**src/rtl/core/eeprom_image_checksum_builder_assert.svh**
```systemverilog
// Assertion helpers, clocked on clk, quiet while arst_n is low.
`ifndef EEPROM_IMAGE_CHECKSUM_BUILDER_ASSERT_SVH
`define EEPROM_IMAGE_CHECKSUM_BUILDER_ASSERT_SVH

// Same-cycle implication.
`define EICB_ASSERT_NOW(label, ante, cons) \
	label: assert property (@(posedge clk) disable iff (!arst_n) (ante) |-> (cons)) \
		else $error("eicb: same-cycle check failed");

// Next-cycle implication.
`define EICB_ASSERT_NEXT(label, ante, cons) \
	label: assert property (@(posedge clk) disable iff (!arst_n) (ante) |=> (cons)) \
		else $error("eicb: next-cycle check failed");

`endif

```
**src/rtl/core/eicb_pkg.sv**
```systemverilog
package eicb_pkg;

	localparam int IMAGE_BYTES_DEF = 128;
	localparam logic [15:0] SUM_START = 16'hAAAA;

	localparam logic [1:0] CMD_RESTART = 2'd0;
	localparam logic [1:0] CMD_APPEND  = 2'd1;
	localparam logic [1:0] CMD_FINISH  = 2'd2;
	localparam logic [1:0] CMD_READ    = 2'd3;

	typedef struct packed {
		logic [1:0] command;
		logic [7:0] data_byte;
		logic [6:0] read_address;
	} eicb_cmd_t;

	typedef struct packed {
		logic [7:0]  read_data;
		logic        status;
		logic [15:0] checksum;
		logic [7:0]  fill_level;
	} eicb_res_t;

	typedef enum logic [2:0] {
		ST_IDLE,
		ST_PAD,
		ST_WR_LO,
		ST_WR_HI,
		ST_RESULT
	} eicb_state_t;

endpackage

```
**src/rtl/core/eicb_sum_unit.sv**
```systemverilog
module eicb_sum_unit (
	input  logic [15:0] sum,
	input  logic [7:0]  data_byte,
	input  logic [7:0]  prev_byte,
	input  logic        odd,
	output logic [15:0] sum_next
);
	import eicb_pkg::*;

	logic [15:0] mixed;

	// fold odd byte into high half, preceding even byte into low half, rotate left
	assign mixed    = sum ^ {data_byte, prev_byte};
	assign sum_next = odd ? {mixed[14:0], mixed[15]} : sum;

endmodule

```
**src/rtl/core/eicb_image_ram.sv**
```systemverilog
module eicb_image_ram #(
	parameter int DEPTH = eicb_pkg::IMAGE_BYTES_DEF,
	localparam int AW = $clog2(DEPTH)
) (
	input  logic          clk,
	input  logic          we,
	input  logic [AW-1:0] waddr,
	input  logic [7:0]    wdata,
	input  logic          re,
	input  logic [AW-1:0] raddr,
	output logic [7:0]    rdata
);
	import eicb_pkg::*;

	logic [7:0] mem [DEPTH];
	logic [7:0] rdata_q;

	always_ff @(posedge clk) begin
		if (we) begin
			mem[waddr] <= wdata;
		end
		if (re) begin
			rdata_q <= mem[raddr];
		end
	end

	assign rdata = rdata_q;

endmodule

```
**src/rtl/core/eeprom_image_checksum_builder.sv**
```systemverilog
// Restart, append and read go from idle to the result state; finish first pads zero
// bytes (fill up to N-2), then writes the checksum low and high bytes into the last two
// slots. One item in flight: the next item is taken once the result is registered,
// one padded byte per cycle through the shared checksum unit.
// Reset (arst_n low): fill pointer 0, checksum 0xAAAA, no result pending;
// image RAM contents are not cleared.
`include "eeprom_image_checksum_builder_assert.svh"

module eeprom_image_checksum_builder #(
	parameter int IMAGE_BYTES = eicb_pkg::IMAGE_BYTES_DEF
) (
	input  logic              clk,
	input  logic              arst_n,
	input  logic              cmd_valid,
	output logic              cmd_stall,
	input  eicb_pkg::eicb_cmd_t cmd_item,
	output logic              res_valid,
	input  logic              res_stall,
	output eicb_pkg::eicb_res_t res_item
);
	import eicb_pkg::*;

	localparam int AW = $clog2(IMAGE_BYTES);
	localparam int FW = $clog2(IMAGE_BYTES + 1);

	// sequencer state
	eicb_state_t state_q, state_d;

	// architectural state
	logic [FW-1:0] fill_q, fill_d;   // next write position, can reach IMAGE_BYTES
	logic [15:0]   sum_q, sum_d;     // running checksum
	logic [7:0]    prev_q;           // last byte written at an even position

	// per-item capture
	logic [1:0]    cmd_code_q;
	logic          status_q;
	logic          rd_ok_q;

	// result register
	logic          res_valid_q;
	eicb_res_t     res_q;

	// datapath controls
	logic          accept;
	logic          capture;
	logic          res_load;
	logic          full;
	logic          we;
	logic [AW-1:0] waddr;
	logic [7:0]    wdata;
	logic          re;
	logic [AW-1:0] raddr;
	logic [7:0]    rdata;
	logic [7:0]    sum_byte;
	logic [15:0]   sum_next;

	assign cmd_stall = (state_q != ST_IDLE);
	assign accept    = cmd_valid && !cmd_stall;
	assign full      = (fill_q == FW'(IMAGE_BYTES));
	assign raddr     = AW'(cmd_item.read_address);

	// Shared checksum unit: used by an append and by every padded byte.
	// Only odd positions change the sum; the even partner comes from prev_q.
	eicb_sum_unit u_sum (
		.sum       (sum_q),
		.data_byte (sum_byte),
		.prev_byte (prev_q),
		.odd       (fill_q[0]),
		.sum_next  (sum_next)
	);

	// Image store: one write port, one registered read port.
	eicb_image_ram #(
		.DEPTH (IMAGE_BYTES)
	) u_ram (
		.clk   (clk),
		.we    (we),
		.waddr (waddr),
		.wdata (wdata),
		.re    (re),
		.raddr (raddr),
		.rdata (rdata)
	);

	always_ff @(posedge clk or negedge arst_n) begin
		if (!arst_n) begin
			state_q <= ST_IDLE;
		end else begin
			state_q <= state_d;
		end
	end

	// Next state and datapath controls
	always_comb begin
		state_d  = state_q;
		fill_d   = fill_q;
		sum_d    = sum_q;
		we       = 1'b0;
		waddr    = fill_q[AW-1:0];
		wdata    = 8'd0;
		sum_byte = 8'd0;
		re       = 1'b0;
		capture  = 1'b0;
		res_load = 1'b0;
		case (state_q)
			ST_IDLE: begin
				if (accept) begin
					capture = 1'b1;
					state_d = ST_RESULT;
					case (cmd_item.command)
						CMD_RESTART: begin
							fill_d = '0;
							sum_d  = SUM_START;
						end
						CMD_APPEND: begin
							if (!full) begin
								we       = 1'b1;
								wdata    = cmd_item.data_byte;
								sum_byte = cmd_item.data_byte;
								sum_d    = sum_next;
								fill_d   = fill_q + FW'(1);
							end
						end
						CMD_FINISH: begin
							state_d = ST_PAD;
						end
						CMD_READ: begin
							re = 1'b1;
						end
						default: begin
							state_d = ST_RESULT;
						end
					endcase
				end
			end
			ST_PAD: begin
				// one zero byte a cycle until the checksum position
				if (fill_q < FW'(IMAGE_BYTES - 2)) begin
					we     = 1'b1;
					sum_d  = sum_next;
					fill_d = fill_q + FW'(1);
				end else begin
					state_d = ST_WR_LO;
				end
			end
			ST_WR_LO: begin
				we      = 1'b1;
				waddr   = AW'(IMAGE_BYTES - 2);
				wdata   = sum_q[7:0];
				state_d = ST_WR_HI;
			end
			ST_WR_HI: begin
				we      = 1'b1;
				waddr   = AW'(IMAGE_BYTES - 1);
				wdata   = sum_q[15:8];
				state_d = ST_RESULT;
			end
			ST_RESULT: begin
				// result register frees as soon as its item is taken
				if (!res_valid_q || !res_stall) begin
					res_load = 1'b1;
					state_d  = ST_IDLE;
				end
			end
			default: begin
				state_d = ST_IDLE;
			end
		endcase
	end

	always_ff @(posedge clk or negedge arst_n) begin
		if (!arst_n) begin
			fill_q <= '0;
			sum_q  <= SUM_START;
		end else begin
			fill_q <= fill_d;
			sum_q  <= sum_d;
		end
	end

	// Mirror of the last even-position byte: the odd-position update needs it.
	// The last slot never pairs with a later byte (even address when N is odd).
	always_ff @(posedge clk) begin
		if (we && !waddr[0] && (waddr != AW'(IMAGE_BYTES - 1))) begin
			prev_q <= wdata;
		end
	end

	always_ff @(posedge clk) begin
		if (capture) begin
			cmd_code_q <= cmd_item.command;
			status_q   <= (cmd_item.command == CMD_APPEND) && full;
			rd_ok_q    <= (int'(cmd_item.read_address) < IMAGE_BYTES);
		end
	end

	always_ff @(posedge clk or negedge arst_n) begin
		if (!arst_n) begin
			res_valid_q <= 1'b0;
		end else if (res_load) begin
			res_valid_q <= 1'b1;
		end else if (!res_stall) begin
			res_valid_q <= 1'b0;
		end
	end

	always_ff @(posedge clk) begin
		if (res_load) begin
			res_q.read_data  <= ((cmd_code_q == CMD_READ) && rd_ok_q) ? rdata : 8'd0;
			res_q.status     <= status_q;
			res_q.checksum   <= sum_q;
			res_q.fill_level <= 8'(fill_q);
		end
	end

	assign res_valid = res_valid_q;
	assign res_item  = res_q;

	// Fill pointer never passes the end of the image.
	`EICB_ASSERT_NOW(a_fill_bound, 1'b1, fill_q <= FW'(IMAGE_BYTES))
	// Checksum low byte is always followed by the high byte.
	`EICB_ASSERT_NEXT(a_wr_order, state_q == ST_WR_LO, state_q == ST_WR_HI)
	// Restart returns pointer and checksum to their start values.
	`EICB_ASSERT_NEXT(a_restart, accept && cmd_item.command == CMD_RESTART, fill_q == '0 && sum_q == SUM_START)
	// A refused append leaves pointer and checksum alone.
	`EICB_ASSERT_NEXT(a_refused, accept && cmd_item.command == CMD_APPEND && full, $stable(fill_q) && $stable(sum_q))

endmodule

```
**config.mk**
```make
export PLATFORM = sky130hd
export DESIGN_NAME = eeprom_image_checksum_builder
export DESIGN_NICKNAME = d
export VERILOG_FILES = /design/src/rtl/core/eicb_pkg.sv /design/src/rtl/core/eicb_sum_unit.sv /design/src/rtl/core/eicb_image_ram.sv /design/src/rtl/core/eeprom_image_checksum_builder.sv
export VERILOG_INCLUDE_DIRS = /design/src /design/src/rtl/core
export SDC_FILE = /design/constraint.sdc
export NUM_CORES = 1
export LEC_CHECK = 0
export BUFFER_PORTS_ARGS = -buffer_cell sky130_fd_sc_hd__buf_4
export CAP_MARGIN = 20
export CORE_ASPECT_RATIO = 1.5
export CORE_MARGIN = 3
export CORE_UTILIZATION = 40
export CTS_CLUSTER_SIZE = 30
export DETAILED_ROUTE_END_ITERATION = 6
export SYNTH_ARGS = -nofsm -noshare
export SYNTH_HDL_FRONTEND = slang
export SYNTH_SLANG_ARGS = --single-unit
```
**constraint.sdc**
```tcl
create_clock -name clk -period 8.4 [get_ports clk]
set_input_delay 2.52 -clock clk [delete_from_list [all_inputs] [get_ports clk]]
set_output_delay 2.52 -clock clk [all_outputs]
set_load 0.02 [all_outputs]
```
Word level (Yosys, flattened, before mapping)
Memories as Yosys holds them, arrays and structs flattened. A register that Yosys moved wholly into a read port is not among the register bits.
Cells that the tools add are included.
{"block": "totals", "ff_bits": 72, "mem_bits_rw": 1024, "elab_cells": 86, "memories": 1}
{"memory": "u_ram.mem", "depth": 128, "width": 8, "read_ports": 1, "rd_ports_with_merged_regs": 1, "wr": 1, "line_no": "eicb_image_ram.sv:15", "source": "logic [7:0] mem [DEPTH];"}
{"block": "op_classes", "addsub": 1, "order_cmp": 1, "n_eq_ne": 17, "n_mux": 38, "bitwise": 1, "reduce_logical": 16}
{"op": "$mux 16", "n": 4}
{"op": "$pmux 16 s2", "n": 2}
{"op": "$mux 8", "n": 7}
{"op": "$pmux 8 s2", "n": 2}
{"op": "$pmux 8 s3", "n": 1}
{"op": "$xor 16x16->16", "n": 1}
{"op": "$mux 1", "n": 15}
{"op": "$pmux 3 s5", "n": 1}
{"op": "$pmux 7 s2", "n": 1}
{"op": "$mux 3", "n": 4}
{"op": "$add 8x1->8 const B", "n": 1}
{"op": "$eq 8x8->1 const B", "n": 1}
{"op": "$lt 8x7->1 const B", "n": 1}
{"op": "$ne 2x2->1 const B", "n": 4}
{"op": "$ne 7x7->1 const B", "n": 1}
{"op": "$eq 2x2->1 const B", "n": 3}
{"op": "$eq 3x2->1 const B", "n": 2}
{"op": "$reduce_and 5->1", "n": 1}
{"op": "$logic_and 1x1->1", "n": 4}
{"op": "$logic_not 1->1", "n": 4}
{"op": "$eq 3x1->1 const B", "n": 1}
{"op": "$eq 3x3->1 const B", "n": 1}
{"op": "$logic_not 3->1", "n": 1}
{"op": "$ne 3x2->1 const B", "n": 1}
{"op": "10 further kinds", "n": 10}

Longest topological paths before layout
{"block": "logic_depth", "ltp_word": 11, "ltp_mapped": 11, "ltp_nobuf": 7}

Modules after synthesis
From an unflattened synthesis, not the netlist that was laid out.
{"block": "unflattened", "cells_unflattened": 1939, "area_unflattened_um2": 43327.8}
{"mod": "eicb_image_ram", "n_inst": 1, "cells_each": 1635, "area_per_inst_um2": 39745.6, "seq_area_each_um2": 30989.7}
{"mod": "eeprom_image_checksum_builder", "n_inst": 1, "cells_each": 253, "area_per_inst_um2": 3223.1, "seq_area_each_um2": 2031.9}
{"mod": "eicb_sum_unit", "n_inst": 1, "cells_each": 51, "area_per_inst_um2": 359.1, "seq_area_each_um2": 0.0}

Worst setup path before layout
Ideal clock, no wire load.
{"block": "synth_path", "path_kind": "register to register", "start": "register state_q[0]", "end": "register prev_q[0] (data pin)", "setup_time_ns": 1.205, "arrival_ns": 6.132, "slack_ns": 1.063, "path_stages_with_launch": 5, "period_less_slack_ns": 7.337, "path_cell_list": "dfrtp_1 -> clkbuf_1 -> clkbuf_1 -> mux2i_1 -> o21ai_0"}
{"block": "synth_via", "elab_chain_len": 5, "word_cells_on_any_way": 8, "cone_classes": "eq/ne (2); mux (2); reduce/logical (4)"}
{"element": "start, declared", "line_no": "eeprom_image_checksum_builder.sv:27", "source": "eicb_state_t state_q, state_d;"}
{"element": "start signal, assigned", "line_no": "eeprom_image_checksum_builder.sv:89", "source": "state_q <= state_d;"}
{"element": "$reduce_bool 3->1", "line_no": "eeprom_image_checksum_builder.sv:57", "source": "assign cmd_stall = (state_q != ST_IDLE);"}
{"element": "$logic_not 1->1", "line_no": "eeprom_image_checksum_builder.sv:58", "source": "assign accept = cmd_valid && !cmd_stall;"}
{"element": "$logic_and 1x1->1", "line_no": "eeprom_image_checksum_builder.sv:58"}
{"element": "$mux 8", "line_no": "eeprom_image_checksum_builder.sv:107", "source": "if (accept) begin"}
{"element": "$pmux 8 s3 *", "line_no": "eeprom_image_checksum_builder.sv:105", "source": "case (state_q)"}
{"element": "named net u_ram.wdata[0]", "line_no": "eicb_image_ram.sv:8", "source": "input logic [7:0] wdata,"}
{"element": "end signal, assigned", "line_no": "eeprom_image_checksum_builder.sv:185", "source": "prev_q <= wdata;"}
{"element": "end, declared", "line_no": "eeprom_image_checksum_builder.sv:32", "source": "logic [7:0] prev_q;"}
The timed path passes the listed nets; every way through them passes the cells marked *.
A chain may end at the register's enable or synchronous reset.

Worst setup path in the final report
{"block": "layout_path", "start": "input port cmd_item[16] (netlist name)", "end": "memory u_ram.mem[93][4] (enable)"}
{"block": "layout_via", "elab_chain_len": 6}
{"element": "start, declared", "line_no": "eeprom_image_checksum_builder.sv:16", "source": "input eicb_pkg::eicb_cmd_t cmd_item,"}
{"element": "$eq 2x1->1", "line_no": "eeprom_image_checksum_builder.sv:110", "source": "case (cmd_item.command)"}
{"element": "$mux 1", "line_no": "eeprom_image_checksum_builder.sv:110"}
{"element": "$mux 1", "line_no": "eeprom_image_checksum_builder.sv:107"}
{"element": "$pmux 1 s3", "line_no": "eeprom_image_checksum_builder.sv:105"}
{"element": "$mux 1", "line_no": "eicb_image_ram.sv:19", "source": "if (we) begin"}
{"element": "$mux 1 (not written as such)", "line_no": "eicb_image_ram.sv:20", "source": "mem[waddr] <= wdata;"}
{"element": "end, declared", "line_no": "eicb_image_ram.sv:15"}
Every way passes these cells.

==> flow_metrics.env <==
export IMPL_peakVddDrop_uv=192
export IMPL_ys_ff_latch=1104
export IMPL_vias_per_cell=5.60
export IMPL_synth_edf_count=1076
export IMPL_max_slew_margin=0.257
export IMPL_power_leakage_nw=14.8
export IMPL_end_kind="register"
export IMPL_crit_required_ns=8.71
export IMPL_muxShareOfSynthArea=0.181
export IMPL_clk_path_buf_depth=3
export IMPL_cts_hold_fix_buffers=0
export IMPL_fin_skew_ns=0.0181
export IMPL_wire_per_inst_um=28.3
export IMPL_grt_first_pass_wirelength_mm=141
export IMPL_post_synth_cell_area_avg_um2=23.0
export IMPL_die_area_mm2=0.111
export IMPL_core_area_mm2=0.106
export IMPL_p_sw_w=0.00267
export IMPL_p_int_w=0.00908
export IMPL_wl_met3_mm=4.85
export IMPL_ys_flop_type="edfxtp_1"
export IMPL_max_cap_viol_count=0
export IMPL_setup_slack_ns=2.85
export IMPL_numCtsBuffers=91
export IMPL_cts_tree="yes"
export IMPL_power_frac_seq=0.539
export IMPL_synth_top_family_by_area="multiplexers"
export IMPL_grt_max_degree=110
export IMPL_drv_slew=0
export IMPL_clockPowerShare=0.375
export IMPL_critPathArrivalTime_ns=5.85
export IMPL_cts_max_level=3
export IMPL_rsz0062_at_grt="no"
export IMPL_ys_seq_area_frac=0.774
export IMPL_area_growth_pct=12.7
export IMPL_route_layer_met1_wl_mm=35.8
export IMPL_die_width_um=273
export IMPL_syn_inst=1853
export IMPL_period_needed_ns=5.55
export IMPL_final_common_cell="edfxtp_1"
export IMPL_synthXorXnorAreaFrac=0.00328
export IMPL_antenna_found_initial=1
export IMPL_fin_crit_sh=0.660
export IMPL_worstSetupPathType="in2reg"
export IMPL_grt_pass1_vias=20149
export IMPL_status="finished, final reports clean"
export IMPL_dr_pass1_iters=7
export IMPL_start_util=0.404
export IMPL_cts_sinks=1104
export IMPL_cts_resized=0
export IMPL_fmax_mhz=180
export IMPL_top_level_ports=56
export IMPL_drc=0
export IMPL_p_sw_frac=0.227
export IMPL_rows=146
export IMPL_pre_cts_slack_ns=2.15
export IMPL_place_congestion=0.817
export IMPL_finalNetCount=1970
export IMPL_tns_ns=0
export IMPL_diodes=0
export IMPL_track_usage=0.177
export IMPL_post_dp_hpwl_mm=60.0
export IMPL_finalWirelength_mm=96.9
export IMPL_clock_latency_ns=0.68
export IMPL_hp_class="reg2reg"
export IMPL_yosys_warnings=0
export IMPL_root_buffer="clkbuf_16"
export IMPL_via_count=19189
export IMPL_crit_path_start_kind="input port"
export IMPL_tightest_slew_ns=1.10
export IMPL_synthSimpleGateAreaFrac=0.0222
export IMPL_combPwrFrac=0.086
export IMPL_wl_met2_mm=53.1
export IMPL_final_cell_mix="edfxtp_1, mux4_2, nor2_1"
export IMPL_finalHoldViolCount=0
export IMPL_synthArstFlopShare=0.0254
export IMPL_synthAdderAreaFrac=0.000586
export IMPL_setup_violations=0
export IMPL_drtAntennaViolNets=0
export IMPL_clk_pin_slew_worst_paths_ns=0.07
export IMPL_synth_compound_area_share=0.00862
export IMPL_top_layer="met4"
export IMPL_place_port_buffers=55
export IMPL_grt_overflow_total=0
export IMPL_p_per_area_mw_per_mm2=244
export IMPL_postCtsSetupBuffers=0
export IMPL_final_util=0.455
export IMPL_syn_cell_area_mm2=0.0427
export IMPL_drt_iter0_drc=1833
export IMPL_die_h_um=406
export IMPL_synth_distinct_cells=44
export IMPL_syn_nets=1876
export IMPL_cp_max_fo=17
export IMPL_drive_above_1_share=0.298
==> power groups by stage <==
| stage | sequential [W] | combinational [W] | clock [W] |
|---|---|---|---|
| 3_5_place_dp | 0.00646 | 0.00101 | 0 |
| 3_3_place_gp | 0.00645 | 0.000995 | 0 |
| 6_report | 0.00634 | 0.00101 | 0.00441 |
| 2_1_floorplan | 0.00648 | 0.000584 | 0 |
| 5_1_grt | 0.00635 | 0.00107 | 0.00470 |
| 4_1_cts | 0.00634 | 0.00102 | 0.00449 |
==> cell usage after synthesis, drive strengths merged, types with 2 or more instances <==
library cell  number  area share
edfxtp          1076        0.76
mux4             336        0.18
nor2             148       0.013
clkbuf            50      0.0044
buf               47      0.0057
nand2             25      0.0022
o21ai             21      0.0025
dfrtp             20       0.012
nand3             16      0.0019
and3              12      0.0018
dfstp              8      0.0049
mux2               8      0.0021
mux2i              8      0.0019
o22a               8      0.0016
o2bb2ai            8      0.0016
xnor2              8      0.0016
xor2               8      0.0016
a21oi              5     0.00059
inv                5     0.00044
a31oi              4     0.00059
nand2b             4     0.00059
nor2b              4     0.00059
a41oi              2     0.00041
and2               2     0.00029
ha                 2     0.00059
nand4              2     0.00029
nor3               2     0.00035
nor3b              2     0.00035
==> metrics by stage <==
stage	cells	power (W)	instance area (µm²)	hold slack [ns]
2_1_floorplan	1853	0.00706	42700	0.400
3_3_place_gp	3249	0.00745	44900	0.420
3_5_place_dp	3252	0.00747	44900	0.423
4_1_cts	3417	0.0119	48000	0.439
5_1_grt	3425	0.0121	48100	0.445
6_report	3425	0.0118	48100	0.432
==> cell type report <==
| cell class | instances | area [µm²] |
|---|---|---|
| clock buffer | 107 | 2400 |
| clock inverter | 58 | 684 |
| fill | 8606 | 57600 |
| inverter | 5 | 18.8 |
| multi-input combinational | 647 | 9340 |
| sequential | 1104 | 33000 |
| tap | 1406 | 1760 |
| timing repair buffer | 98 | 900 |
==> registers in the layout, indices dropped and copies added (netlist names) <==
signal,cells
state_q,3
fill_q,8
res_valid,1
cmd_code_q,2
status_q,1
u_ram.mem,1024
u_ram.rdata,8
res_item,33
sum_q,16
prev_q,8
==> final timing paths <==
path                                    endpoint  slack (ns)  cells past startpoint          from
max in group asynchronous               sum_q[1]        6.30                      1        arst_n
worst max register to register  u_ram.mem[93][4]        3.72                      6    state_q[0]
min in group asynchronous              fill_q[5]        1.77                      1        arst_n
worst min-delay path                res_item[24]        0.43                      0      status_q
worst min register to register      res_item[24]        0.43                      0      status_q
worst max-delay path            u_ram.mem[93][4]        2.85                      7  cmd_item[16]
==> worst max-delay path, stage by stage <==
cell	delay [ns]
buf_4	0.13
nand2b_1	0.18
nor3_2	0.42
a22o_1	0.66
nand3_1	0.84
buf_4	0.50
nor2_1	0.58
==> kinds of logic (layout without fill, tap and decap cells) <==
| kind of cell | count (synthesis) | after routing |
|---|---|---|
| compound gates | 55 | 55 |
| xor+xnor | 16 | 16 |
| fa+ha+maj | 2 | 2 |
| buf+inv | 102 | 268 |
| flops | 1104 | 1104 |
| mux | 352 | 352 |
| simple gates | 222 | 222 |
==> routing by layer <==
| layer | track usage | vias to the layer above |
|---|---|---|
| met2 | 0.322 | 668 |
| met1 | 0.213 | 10384 |
| li1 | - | 8011 |
| met3 | 0.0239 | 126 |
| met5 | 0 | - |
| met4 | 0.0655 | 0 |
Power figures use the tool's default switching activity.
